--- src/hw/rtl/dhf_pkg.sv ---
// Shared types, constants and the CRC-16/X-25 byte step for the header framer.
`timescale 1ns / 1ps

package dhf_pkg;

  localparam int unsigned HDR_BYTES = 8;
  localparam int unsigned HDR_IDX_W = $clog2(HDR_BYTES);
  // Last header byte that is folded into the CRC (the length low byte)
  localparam int unsigned HDR_CRC_LAST_IDX = 5;

  localparam logic [15:0] CRC_INIT      = 16'hFFFF;
  localparam logic [15:0] CRC_POLY_REFL = 16'h8408;
  localparam logic [15:0] CRC_XOROUT    = 16'hFFFF;

  localparam logic [15:0] FRAME_LIMIT_RESET = 16'd1500;
  localparam logic [31:0] CHANNEL_ID_RESET  = 32'd0;

  // Input item kinds
  localparam logic KIND_START = 1'b0;
  localparam logic KIND_DATA  = 1'b1;

  // Configuration register indexes
  typedef enum logic [0:0] {
    CFG_FRAME_LIMIT = 1'b0,
    CFG_CHANNEL_ID  = 1'b1
  } cfg_index_t;

  typedef struct packed {
    logic        load;     // open a header, byte 0 already sent
    logic        advance;  // current header byte is taken
    logic [31:0] id;
    logic [15:0] len;
  } hdr_ctrl_t;

  typedef struct packed {
    logic       active;    // header bytes still to send
    logic [7:0] data;      // current header byte
    logic       last;      // current byte closes a zero-length frame
  } hdr_stat_t;

  // One byte through the reflected CRC-16/X-25 register.
  function automatic logic [15:0] crc_byte(input logic [15:0] crc_in, input logic [7:0] b);
    logic [15:0] c;
    c = crc_in ^ {8'h00, b};
    for (int i = 0; i < 8; i++) begin
      if (c[0]) begin
        c = (c >> 1) ^ CRC_POLY_REFL;
      end else begin
        c = c >> 1;
      end
    end
    return c;
  endfunction

endpackage

--- src/hw/rtl/datagram_header_framer_crc16.sv ---
// Top level of the datagram header framer with CRC-16/X-25 header check.
// The first result of an accepted request is in the output register in the next cycle.
// A payload or error request yields one output byte at most; a start opens the header,
//   and input is held off while header bytes 2 to 8 are sequenced by the header unit.
// Output stalls hold the output register and back-pressure the input in the same cycle.
// Reset: synchronous; clears the open frame, the output valid flag and the header unit,
//   and returns frame_limit to 1500 and channel_id to 0.
`timescale 1ns / 1ps

module datagram_header_framer_crc16 (
  input  logic        clk,
  input  logic        rst,
  input  logic        cfg_we,
  input  logic [0:0]  cfg_index,
  input  logic [31:0] cfg_data,
  input  logic        s_tvalid,
  output logic        s_tready,
  input  logic [23:0] s_tdata,   // payload_length[15:0], payload_byte[23:16]
  input  logic        s_tuser,   // kind
  output logic        m_tvalid,
  input  logic        m_tready,
  output logic [7:0]  m_tdata,   // frame_byte[7:0]
  output logic        m_tlast,   // frame_end
  output logic        m_tuser    // too_long
);

  logic [15:0] frame_limit;
  logic [31:0] channel_id;
  logic        frame_open;
  logic [15:0] bytes_left;

  logic        out_free;
  logic        accept;
  logic        kind;
  logic [15:0] req_len;
  logic [7:0]  req_byte;
  logic [15:0] room;
  logic        too_long;

  dhf_pkg::hdr_ctrl_t hctrl;
  dhf_pkg::hdr_stat_t hstat;

  assign kind     = s_tuser;
  assign req_len  = s_tdata[15:0];
  assign req_byte = s_tdata[23:16];

  assign out_free = !m_tvalid || m_tready;
  assign s_tready = out_free && !hstat.active;
  assign accept   = s_tvalid && s_tready;

  assign room     = (frame_limit >= 16'(dhf_pkg::HDR_BYTES))
                  ? frame_limit - 16'(dhf_pkg::HDR_BYTES) : 16'd0;
  assign too_long = req_len > room;

  assign hctrl.load    = accept && (kind == dhf_pkg::KIND_START) && !too_long;
  assign hctrl.advance = out_free && hstat.active;
  assign hctrl.id      = channel_id;
  assign hctrl.len     = req_len;

  dhf_hdr_gen u_hdr_gen (
    .clk  (clk),
    .rst  (rst),
    .ctrl (hctrl),
    .stat (hstat)
  );

  always_ff @(posedge clk) begin
    if (rst) begin
      frame_limit <= dhf_pkg::FRAME_LIMIT_RESET;
      channel_id  <= dhf_pkg::CHANNEL_ID_RESET;
      frame_open  <= 1'b0;
      bytes_left  <= 16'd0;
      m_tvalid    <= 1'b0;
    end else begin
      if (cfg_we) begin
        unique case (dhf_pkg::cfg_index_t'(cfg_index))
          dhf_pkg::CFG_FRAME_LIMIT: frame_limit <= cfg_data[15:0];
          dhf_pkg::CFG_CHANNEL_ID:  channel_id  <= cfg_data;
          default: ;
        endcase
      end

      if (out_free) begin
        m_tvalid <= 1'b0;
      end

      if (accept) begin
        if (kind == dhf_pkg::KIND_START) begin
          // a new start abandons any open frame
          frame_open <= 1'b0;
          bytes_left <= 16'd0;
          m_tvalid   <= 1'b1;
          if (too_long) begin
            m_tdata <= 8'h00;
            m_tlast <= 1'b1;
            m_tuser <= 1'b1;
          end else begin
            m_tdata <= channel_id[31:24];
            m_tlast <= 1'b0;
            m_tuser <= 1'b0;
            if (req_len != 16'd0) begin
              frame_open <= 1'b1;
              bytes_left <= req_len;
            end
          end
        end else if (!frame_open || bytes_left == 16'd0) begin
          // drop a payload byte with no frame open
          frame_open <= 1'b0;
          bytes_left <= 16'd0;
        end else begin
          bytes_left <= bytes_left - 16'd1;
          m_tvalid   <= 1'b1;
          m_tdata    <= req_byte;
          m_tlast    <= (bytes_left == 16'd1);
          m_tuser    <= 1'b0;
          if (bytes_left == 16'd1) begin
            frame_open <= 1'b0;
          end
        end
      end else if (hctrl.advance) begin
        m_tvalid <= 1'b1;
        m_tdata  <= hstat.data;
        m_tlast  <= hstat.last;
        m_tuser  <= 1'b0;
      end
    end
  end

  a_hold_input_in_header : assert property (@(posedge clk) disable iff (rst)
    hstat.active |-> !s_tready)
    else $error("input taken while header bytes are pending");

  a_load_when_idle : assert property (@(posedge clk) disable iff (rst)
    hctrl.load |-> !hstat.active)
    else $error("header load while a header is in flight");

  a_first_header_byte : assert property (@(posedge clk) disable iff (rst)
    hctrl.load |=> (m_tvalid && !m_tlast && !m_tuser && m_tdata == $past(channel_id[31:24])))
    else $error("first header byte missing after start");

  a_error_closes : assert property (@(posedge clk) disable iff (rst)
    (m_tvalid && m_tuser) |-> (m_tlast && m_tdata == 8'h00))
    else $error("error result not marked as frame end");

  a_open_matches_count : assert property (@(posedge clk) disable iff (rst)
    frame_open == (bytes_left != 16'd0))
    else $error("frame open flag disagrees with remaining byte count");

endmodule

--- src/hw/rtl/dhf_hdr_gen.sv ---
// Header byte sequencer: steps through id, length and CRC, one byte each time the current byte is taken.
`timescale 1ns / 1ps

module dhf_hdr_gen (
  input  logic               clk,
  input  logic               rst,
  input  dhf_pkg::hdr_ctrl_t ctrl,
  output dhf_pkg::hdr_stat_t stat
);

  logic                          active;
  logic [dhf_pkg::HDR_IDX_W-1:0] idx;
  logic [15:0]                   crc;
  logic [31:0]                   id;
  logic [15:0]                   len;
  logic [7:0]                    cur_byte;
  logic [15:0]                   crc_out;

  assign crc_out = crc ^ dhf_pkg::CRC_XOROUT;

  always_comb begin
    case (idx)
      3'd0:    cur_byte = id[31:24];
      3'd1:    cur_byte = id[23:16];
      3'd2:    cur_byte = id[15:8];
      3'd3:    cur_byte = id[7:0];
      3'd4:    cur_byte = len[15:8];
      3'd5:    cur_byte = len[7:0];
      3'd6:    cur_byte = crc_out[15:8];
      default: cur_byte = crc_out[7:0];
    endcase
  end

  assign stat.active = active;
  assign stat.data   = cur_byte;
  assign stat.last   = (idx == 3'(dhf_pkg::HDR_BYTES - 1)) && (len == 16'd0);

  always_ff @(posedge clk) begin
    if (rst) begin
      active <= 1'b0;
      idx    <= '0;
    end else if (ctrl.load) begin
      active <= 1'b1;
      idx    <= 3'd1;
      crc    <= dhf_pkg::crc_byte(dhf_pkg::CRC_INIT, ctrl.id[31:24]);
      id     <= ctrl.id;
      len    <= ctrl.len;
    end else if (ctrl.advance && active) begin
      // fold id and length bytes into the CRC as they go out
      if (idx <= 3'(dhf_pkg::HDR_CRC_LAST_IDX)) begin
        crc <= dhf_pkg::crc_byte(crc, cur_byte);
      end
      if (idx == 3'(dhf_pkg::HDR_BYTES - 1)) begin
        active <= 1'b0;
      end
      idx <= idx + 3'd1;
    end
  end

endmodule

--- config.mk ---
export PLATFORM = sky130hd
export DESIGN_NAME = datagram_header_framer_crc16
export DESIGN_NICKNAME = d
export VERILOG_FILES = /design/src/hw/rtl/dhf_pkg.sv /design/src/hw/rtl/datagram_header_framer_crc16.sv /design/src/hw/rtl/dhf_hdr_gen.sv
export SDC_FILE = /design/constraint.sdc
export NUM_CORES = 1
export LEC_CHECK = 0
export ABC_AREA = 1
export ABC_CLOCK_PERIOD_IN_PS = 12450
export BUFFER_PORTS_ARGS = -buffer_cell sky130_fd_sc_hd__buf_2
export CAP_MARGIN = 20
export CORE_ASPECT_RATIO = 0.8
export CORE_MARGIN = 2
export CORE_UTILIZATION = 50
export DETAILED_ROUTE_END_ITERATION = 12
export PLACE_DENSITY = 0.71
export SYNTH_ARGS = -nofsm -noshare
export SYNTH_HDL_FRONTEND = slang
export SYNTH_SLANG_ARGS = --single-unit
--- constraint.sdc ---
create_clock -name clk -period 12.45 [get_ports clk]
set_input_delay 1.8675 -clock clk [delete_from_list [all_inputs] [get_ports clk]]
set_output_delay 1.8675 -clock clk [all_outputs]
set_load 0.05 [all_outputs]
==> summary.txt, run 1 <==
sum of routed wire length over all layers = 19100 um
residual antenna-violating net count after detailed routing = 0
post-synthesis instance area = 7620 sq um
final critical path time including I/O delays and setup = 4920 ps
antenna diode instance count = 0
sequential-to-total area share from yosys stat = 47.5%
buffering stage count on the worst path with inverters included = 2
library cell used as clock root buffer = sky130_fd_sc_hd__clkbuf_16
DIE WIDTH = 142 um
DP Wirelength = 14100 um
routability congestion estimate from global placement = 0.928
Post-Synthesis Mean Instance Area = 7.92 sq um
drt initial violations = 633
placement row count = 40
total of hold buffers inserted after clock tree synthesis = 0
overall via count from detail_route = 6714
Mapped Nets = 1051
RSZ-0062 raised after global routing = no
max-slew violation count = 0
routed vias/inst = 5.49
remaining routing DRC violations = 0
headroom to the max-slew limit = 39.6%
critical path peak fanout = 31
H-tree levels = 4
highest clock frequency the design can meet = 0.203 GHz
fill cell total of the finished layout = 1358
worst hold slack after final layout = 429 ps
Ports = 75
CTS tree = built
kind of end point of the critical path = register
Worst path slowest cell = sky130_fd_sc_hd__nor2_4
area occupied by registers = 3620 sq um
die footprint = 16300 sq um
Port-buffer cells = 74
Chip Height = 114 um
category of the most critical setup path = in2reg
first-pass iteration count of the detailed router = 5
largest vdd supply drop = 0.101 mV
pin count of the biggest net entering global routing = 68
area of the multi-input gates = 3580 sq um
number of instances resized during post-cts repair = 0
via count of the first global-routing pass = 6185
share of layout cells above drive strength 1 = 12.9%
final setup violation count = 0
cell types with the largest area share after synthesis = sky130_fd_sc_hd__edfxtp_1 (29%), sky130_fd_sc_hd__dfxtp_1 (18%), sky130_fd_sc_hd__nand2_1 (10%)
top-count cell post-synth = sky130_fd_sc_hd__nand2_1
number of instances in the synthesized netlist = 962
CP Cell Sequence = buf_2, ha_1, nand2_1, nor4_2, nand3_1, nand2_2, nand2_2, nor2_4, buf_4
net total in the final layout = 1111
Synth-to-Final Area Change = 14.0%
final worst clock skew = 9.14 ps
register clock-pin slew on the reported worst setup and hold paths = 60 ps
Maximum Capacitance Violations = 0
critical path required time = 12550 ps
total gr overflow = 0
maximum cell stage delay along the critical path = 680 ps
first-pass GRT wire length = 31200 um
number of buffers on the longest clock path = 2
fraction of post-synthesis cell area in the top cell type by area = 29.1%
Most used DFF post-synth = sky130_fd_sc_hd__edfxtp_1
Critical Path Most Common Cell = sky130_fd_sc_hd__nand2_2
slew at the pin closest to its max-slew limit = 904 ps
number of distinct standard cells referenced by the synthesized netlist = 36
Largest delay share family, worst path = simple AND/OR/NAND/NOR gates
crit path launch type = primary input
effective utilization at floorplan = 50.9%
Post-CTS Repair Setup Buffers = 0
ranking of synthesized cells by instance count = sky130_fd_sc_hd__nand2_1 (206), sky130_fd_sc_hd__nor2_1 (143), sky130_fd_sc_hd__nand3_1 (130), sky130_fd_sc_hd__o21ai_0 (80), sky130_fd_sc_hd__edfxtp_1 (74)
Final Hold Fails = 0
Hold/Removal Path Class = reg2reg
PwrDens = 148 nW/um^2
clk sink count = 144
CP arrival = 5020 ps
routed len/inst = 15.6 um
worst setup slack after placement = 7120 ps
Period Utilization, post-route = 39.5%
total negative slack for setup checks = 0 ps
Post-synth ARST share = 0%
Leak = 3.85 nW
post-synthesis register bit count = 144
number of antenna violations at the first check in global routing = 0
overall power after layout = 1.29 mW
status = finished, final reports clean
Total Routing Usage GR = 24.9%
clock buffer count from CTS = 17
post-route worst setup slack = 7530 ps
area leader, netlist = sky130_fd_sc_hd__edfxtp_1
clock latency on the worst-skew pair = 430 ps
Floorplan Core Area = 15000 sq um
synthesis warning total = 0
number of enable-type register cells in the synthesized netlist = 74
==> final cells by class <==
type / count / area share (%)
multi-input cells: 719 / 41.1
clock buffers: 19 / 5.47
inverters: 61 / 2.63
well taps: 189 / 2.72
repair buffers: 79 / 4.69
flip-flops and latches: 144 / 41.7
clock inverters: 13 / 1.67
==> per-stage QoR <==
step / area, sq um / utilization (%) / cells
2_1_floorplan: 7620 / - / 962
3_3_place_gp: 8070 / 53.9 / 1192
3_5_place_dp: 8070 / 53.9 / 1192
4_1_cts: 8690 / 58.1 / 1224
5_1_grt: 8690 / 58.1 / 1224
6_report: 8690 / 58.1 / 1224
==> flip-flops by register name, indices dropped and copies added (netlist names), named ones only <==
signal            flops
frame_open            1
m_tuser               1
frame_limit          16
m_tlast               1
u_hdr_gen.crc        16
u_hdr_gen.id         32
channel_id           32
m_tdata               8
bytes_left           16
u_hdr_gen.idx         3
u_hdr_gen.active      1
u_hdr_gen.len        16
==> final timing paths <==
check                                    start               end  slack (ps)  cells past startpoint
worst min-delay path             channel_id[8]   u_hdr_gen.id[8]         430                      0
worst min register to register   channel_id[8]   u_hdr_gen.id[8]         430                      0
worst max-delay path               s_tdata[15]  u_hdr_gen.id[17]        7530                      9
worst max register to register  frame_limit[3]  u_hdr_gen.id[17]        7680                     16
==> power by group <==
part / switching, mW / internal, mW
registers: 0.0195 / 0.530
logic: 0.139 / 0.0703
clock network: 0.210 / 0.322
total: 0.369 / 0.922
==> routing by layer <==
layer / routed length (um) / track usage, % / vias to the layer above
li1: - / - / 3372
met1: 8730 / 33.2 / 3117
met2: 8860 / 40.7 / 192
met3: 1130 / 5.44 / 33
met4: 365 / 7.93 / 0
met5: 0 / 0 / -
==> kinds of logic after synthesis <==
logic type,share of synthesized area (%)
compound gates,9.80
xor+xnor,3.10
fa+ha+maj,4.27
buf+inv,5.66
flops,47.5
simple gates,29.6
==> placed cells by master (no fill, tap or decap), types with 3 or more instances in the layout <==
cell	count
sky130_fd_sc_hd__buf_2	74
sky130_fd_sc_hd__xor2_1	17
sky130_fd_sc_hd__nand2_2	8
sky130_fd_sc_hd__nand3_1	130
sky130_fd_sc_hd__o21ai_1	3
sky130_fd_sc_hd__nand2_1	206
sky130_fd_sc_hd__clkbuf_16	19
sky130_fd_sc_hd__or2_2	6
sky130_fd_sc_hd__xnor2_1	10
sky130_fd_sc_hd__nor4_1	7
sky130_fd_sc_hd__nor2_4	3
sky130_fd_sc_hd__nand3b_1	3
sky130_fd_sc_hd__inv_1	58
sky130_fd_sc_hd__ha_1	26
sky130_fd_sc_hd__nand4_1	4
sky130_fd_sc_hd__nor3_1	9
sky130_fd_sc_hd__inv_6	3
sky130_fd_sc_hd__a21oi_1	44
sky130_fd_sc_hd__edfxtp_1	74
sky130_fd_sc_hd__nor2_1	142
sky130_fd_sc_hd__dfxtp_1	70
sky130_fd_sc_hd__o21ai_0	80
sky130_fd_sc_hd__o211ai_1	11
sky130_fd_sc_hd__buf_4	5
(Power assumes the default switching activity.)
==> run 2: changes to the inputs <==
- ABC_CLOCK_PERIOD_IN_PS: 12450 -> 4200
- PLACE_DENSITY: 0.71 -> 0.74
- clock period: 12.45 -> 4.2 ns (I/O delays scaled with it)
==> summary.txt, run 2 (synthesis gave the netlist of run 1 again) <==
placement row count = 40 (unchanged)
die footprint = 16300 sq um (unchanged)
RSZ-0062 raised after global routing = no
clock latency on the worst-skew pair = 420 ps (about the same)
residual antenna-violating net count after detailed routing = 0 (unchanged)
Synth-to-Final Area Change = 13.7%
routed len/inst = 15.8 um (+1.6%)
slew at the pin closest to its max-slew limit = 1010 ps (+109 ps)
final worst clock skew = 7.96 ps (-1.19 ps)
highest clock frequency the design can meet = 0.288 GHz
clk sink count = 144 (unchanged)
buffering stage count on the worst path with inverters included = 2 (unchanged)
most common cell after layout, fill and taps aside = sky130_fd_sc_hd__nand2_1
Total Routing Usage GR = 25.5% (+0.59 points)
critical path required time = 4250 ps (-8300 ps)
post-route worst setup slack = 726 ps (-6810 ps)
Worst path slowest cell = sky130_fd_sc_hd__buf_4
final setup violation count = 0 (unchanged)
crit path launch type = register
share of layout cells above drive strength 1 = 13.3% (+0.32 points)
total negative slack for setup checks = 0 ps (unchanged)
number of antenna violations at the first check in global routing = 0 (unchanged)
number of instances resized during post-cts repair = 0 (unchanged)
library cell used as clock root buffer = sky130_fd_sc_hd__clkbuf_16
overall power after layout = 3.70 mW (+190%)
net total in the final layout = 1116 (+0.45%)
status = finished, final reports clean
Critical Path Most Common Cell = sky130_fd_sc_hd__nand2_1
registers with the most flip-flops = channel_id: 32 flops, u_hdr_gen.id: 32 flops
Hold/Removal Path Class = reg2reg
Floorplan Core Area = 15000 sq um (unchanged)
overall via count from detail_route = 6778 (+0.95%)
via count of the first global-routing pass = 6454 (+4.3%)
CP arrival = 3530 ps (-1490 ps)
worst setup slack after placement = 775 ps (-6340 ps)
Port-buffer cells = 74 (unchanged)
sum of routed wire length over all layers = 19500 um (+2.0%)
drt initial violations = 592 (-6.5%)
CTS tree = built
headroom to the max-slew limit = 32.4% (-7.3 points)
DIE WIDTH = 142 um (unchanged)
largest vdd supply drop = 0.327 mV (+220%)
routed vias/inst = 5.52 (+0.54%)
clock buffer count from CTS = 17 (unchanged)
final critical path time including I/O delays and setup = 3470 ps
first-pass iteration count of the detailed router = 5 (unchanged)
maximum cell stage delay along the critical path = 500 ps (-180 ps)
Period Utilization, post-route = 82.7%
Post-CTS Repair Setup Buffers = 0 (unchanged)
CP Cell Sequence = inv_1, ha_1, nand2_1, nor2_1, nand2_1, nor3_1, xor2_1, nand2_1, ha_1, nand2_1, nor4_2, nand3_1, nand2_2, nand2_2, nor2_4, buf_4
kind of end point of the critical path = register
Final Hold Fails = 0 (unchanged)
routability congestion estimate from global placement = 0.922 (-0.67%)
DP Wirelength = 14200 um (+1.1%)
Maximum Capacitance Violations = 0 (unchanged)
max-slew violation count = 0 (unchanged)
total of hold buffers inserted after clock tree synthesis = 0 (unchanged)
antenna diode instance count = 0 (unchanged)
register clock-pin slew on the reported worst setup and hold paths = 60 ps (about the same)
first-pass GRT wire length = 32100 um (+3.0%)
remaining routing DRC violations = 0 (unchanged)
effective utilization at floorplan = 50.9% (unchanged)
Leak = 3.84 nW (-0.31%)
category of the most critical setup path = reg2reg
pin count of the biggest net entering global routing = 50 (-26%)
most frequent cells in the layout = sky130_fd_sc_hd__nand2_1 (206), sky130_fd_sc_hd__nor2_1 (142), sky130_fd_sc_hd__nand3_1 (130)
total gr overflow = 0 (unchanged)
Largest delay share family, worst path = simple AND/OR/NAND/NOR gates
H-tree levels = 4 (unchanged)
number of buffers on the longest clock path = 2 (unchanged)
critical path peak fanout = 49 (+58%)
Ports = 75 (unchanged)
Chip Height = 114 um (unchanged)
PwrDens = 427 nW/um^2 (+190%)
[run 2: cell count changes in the layout (fill, tap and decap cells not counted), sizes merged]
cell / change
buf: +5
clkinvlp: +2
bufinv: -1
clkbuf: +1
clkinv: -1
inv: -1
[run 2: path summary, 6_finish.rpt]
kind / endpoint / slack, ps / depth (start not counted) / from
min: u_hdr_gen.id[9] / 430 / 0 / channel_id[9]
max: u_hdr_gen.id[6] / 730 / 16 / frame_limit[3]
max reg2reg: u_hdr_gen.id[6] / 730 / 16 / frame_limit[3]
min reg2reg: u_hdr_gen.id[9] / 430 / 0 / channel_id[9]
[run 2: area by class of cell]
cell class	instances	area [sq um]
Fill cell	1385	6300
Sequential cell	144	3620
Multi-Input combinational cell	719	3580
Clock buffer	20	447
Timing Repair Buffer	84	445
Tap cell	189	236
Inverter	61	229
Clock inverter	12	111
[run 2: metal layers]
metal	part of all wire, %	GRT usage (%)	wire length, um
met4	2.0	7.60	381
met3	6.7	5.48	1310
met5	0	0	0
met2	46	41.2	9020
met1	45	34.6	8760
[run 2: stage by stage]
stage	utilization (%)	cell area, sq um	std cells	hold WS (ps)
after global routing	57.9	8670	1229	438
after CTS	57.9	8670	1229	430
after detailed placement	54.2	8110	1197	416
after floorplan	-	7630	962	409
final	57.9	8670	1229	430
after global placement	54.2	8110	1197	418
[run 2: where the power goes]
part | internal, mW | total, mW | switching [mW] | leakage, nW
logic | 0.212 | 0.627 | 0.415 | 2.31
registers | 1.57 | 1.63 | 0.0600 | 1.27
clock network | 0.834 | 1.44 | 0.607 | 0.264
==> run 3: changes to the inputs <==
- ABC_CLOCK_PERIOD_IN_PS: 4200 -> 3300
- PLACE_DENSITY: 0.74 -> 0.71
- clock period: 4.2 -> 3.3 ns (I/O delays scaled with it)
==> summary.txt, run 3 (synthesis gave the netlist of run 1 again) <==
status = finished, final reports clean
category of the most critical setup path = reg2reg
Worst path slowest cell = sky130_fd_sc_hd__dfxtp_1
Synth-to-Final Area Change = 16.2%
effective utilization at floorplan = 50.9% (unchanged)
worst hold slack after final layout = 319 ps (-112 ps)
Largest delay share family, worst path = simple AND/OR/NAND/NOR gates
final worst clock skew = 11.1 ps (+3.19 ps)
remaining routing DRC violations = 0 (unchanged)
maximum cell stage delay along the critical path = 350 ps (-150 ps)
total gr overflow = 0 (unchanged)
Final Hold Fails = 0 (unchanged)
share of layout cells above drive strength 1 = 14.9% (+1.7 points)
final critical path time including I/O delays and setup = 3030 ps (-447 ps)
first-pass GRT wire length = 31600 um (-1.6%)
clk sink count = 144 (unchanged)
slew at the pin closest to its max-slew limit = 933 ps (-80.0 ps)
total negative slack for setup checks = 0 ps (unchanged)
number of buffers on the longest clock path = 2 (unchanged)
Floorplan Core Area = 15000 sq um (unchanged)
DIE WIDTH = 142 um (unchanged)
kind of end point of the critical path = register
final core utilization = 59.2% (+1.3 points)
routability congestion estimate from global placement = 0.938 (+1.8%)
most common cell after layout, fill and taps aside = sky130_fd_sc_hd__nand2_1
drt initial violations = 613 (+3.5%)
critical path required time = 3430 ps (-820 ps)
worst setup slack after placement = 273 ps (-502 ps)
CTS tree = built
H-tree levels = 4 (unchanged)
Leak = 3.94 nW (+2.6%)
most frequent cells in the layout = sky130_fd_sc_hd__nand2_1 (205), sky130_fd_sc_hd__nor2_1 (141), sky130_fd_sc_hd__nand3_1 (130)
Ports = 75 (unchanged)
headroom to the max-slew limit = 37.7% (+5.3 points)
library cell used as clock root buffer = sky130_fd_sc_hd__clkbuf_16
residual antenna-violating net count after detailed routing = 0 (unchanged)
CP arrival = 3160 ps (-370 ps)
routed vias/inst = 5.49 (-0.50%)
Maximum Capacitance Violations = 0 (unchanged)
max-slew violation count = 0 (unchanged)
number of antenna violations at the first check in global routing = 0 (unchanged)
fill cell total of the finished layout = 1353 (-2.3%)
CP Cell Sequence = nor2_1, inv_1, nor2_1, nand2_1, nor2_1, inv_1, o21ai_0, ha_1, nand2_1, o21ai_0, a21oi_1, nand2_1, nand2_4, nand2_4, nor2_4, buf_12, buf_6
placement-stage cell area = 8190 sq um (+0.97%)
via count of the first global-routing pass = 6328 (-2.0%)
routed len/inst = 15.9 um (+0.54%)
crit path launch type = register
placement row count = 40 (unchanged)
registers with the most flip-flops = channel_id: 32 flops, u_hdr_gen.id: 32 flops
highest clock frequency the design can meet = 0.330 GHz (+15%)
largest vdd supply drop = 0.362 mV (+11%)
register clock-pin slew on the reported worst setup and hold paths = 60 ps (about the same)
Chip Height = 114 um (unchanged)
clock buffer count from CTS = 17 (unchanged)
clock latency on the worst-skew pair = 430 ps (about the same)
Port-buffer cells = 74 (unchanged)
buffering stage count on the worst path with inverters included = 4 (+2)
first-pass iteration count of the detailed router = 5 (unchanged)
Period Utilization, post-route = 91.7% (+9.0 points)
pin count of the biggest net entering global routing = 68 (+36%)
antenna diode instance count = 0 (unchanged)
PwrDens = 531 nW/um^2 (+25%)
Total Routing Usage GR = 25.2% (-0.24 points)
sum of routed wire length over all layers = 19800 um (+1.5%)
final setup violation count = 0 (unchanged)
net total in the final layout = 1128 (+1.1%)
critical path peak fanout = 13 (-73%)
die footprint = 16300 sq um (unchanged)
post-route worst setup slack = 273 ps (-453 ps)
Hold/Removal Path Class = in2reg
overall via count from detail_route = 6810 (+0.47%)
post-route cell area = 8860 sq um (+2.2%)
DP Wirelength = 14200 um (about the same)
-- run 3: cell types whose count changed in the layout (fill, tap and decap cells not counted), sizes merged --
cell      change
bufinv        -1
buf          +10
inv           +3
clkinv        +2
clkinvlp      -1
clkbuf        -1
-- run 3: stage by stage --
step,power [mW],cells
after global routing,4.94,1241
after floorplan,2.68,962
after global placement,2.90,1204
final,4.71,1241
after detailed placement,2.91,1204
after CTS,4.72,1236
-- run 3: final cells by class --
type,instances,area [sq um],area share (%)
clock buffer,17,425,4.80
clock inverter,15,128,1.44
inverter,61,229,2.58
multi-input combinational,719,3610,40.7
sequential,144,3620,40.9
tap,189,236,2.67
timing repair buffer,96,611,6.89
-- run 3: path summary, 6_finish.rpt --
| check | startpoint | endpoint | slack [ps] | cells after the start |
|---|---|---|---|---|
| worst max-delay path | frame_limit[6] | u_hdr_gen.id[31] | 270 | 17 |
| worst min-delay path | cfg_data[10] | frame_limit[10] | 320 | 3 |
| worst max register to register | frame_limit[6] | u_hdr_gen.id[31] | 270 | 17 |
| worst min register to register | channel_id[7] | u_hdr_gen.id[7] | 430 | 0 |
-- run 3: worst reg2reg max path, cell delays in order, from the launching register on --
cell	delay (ps)
sky130_fd_sc_hd__dfxtp_1	350
sky130_fd_sc_hd__nor2_1	120
sky130_fd_sc_hd__inv_1	60
sky130_fd_sc_hd__nor2_1	110
sky130_fd_sc_hd__nand2_1	90
sky130_fd_sc_hd__nor2_1	220
sky130_fd_sc_hd__inv_1	220
sky130_fd_sc_hd__o21ai_0	160
sky130_fd_sc_hd__ha_1	280
sky130_fd_sc_hd__nand2_1	130
sky130_fd_sc_hd__o21ai_0	100
sky130_fd_sc_hd__a21oi_1	140
sky130_fd_sc_hd__nand2_1	130
sky130_fd_sc_hd__nand2_4	120
sky130_fd_sc_hd__nand2_4	80
sky130_fd_sc_hd__nor2_4	110
sky130_fd_sc_hd__buf_12	140
sky130_fd_sc_hd__buf_6	170
-- run 3: report_power, final --
part           internal, mW  switching, mW  leakage [nW]
logic                 0.291          0.535          2.41
clock network         0.984          0.824         0.266
registers              2.00         0.0773          1.27
total                  3.27           1.44          3.94
-- run 3: metal layers --
layer / global-route usage [%] / vias to the layer above / part of all wire, %
met4: 6.87 / 0 / 1.5
met2: 40.7 / 232 / 46
li1: - / 3401 / -
met1: 34.4 / 3156 / 45
met3: 5.90 / 21 / 7.0
met5: 0 / - / 0
-- run 3: repair_timing --
action                                  in CTS  in global routing
endpoints found under the setup margin       0                 85
buffers inserted                             0                  1
resized for setup                            0                  7
hold buffers                                 0                  0
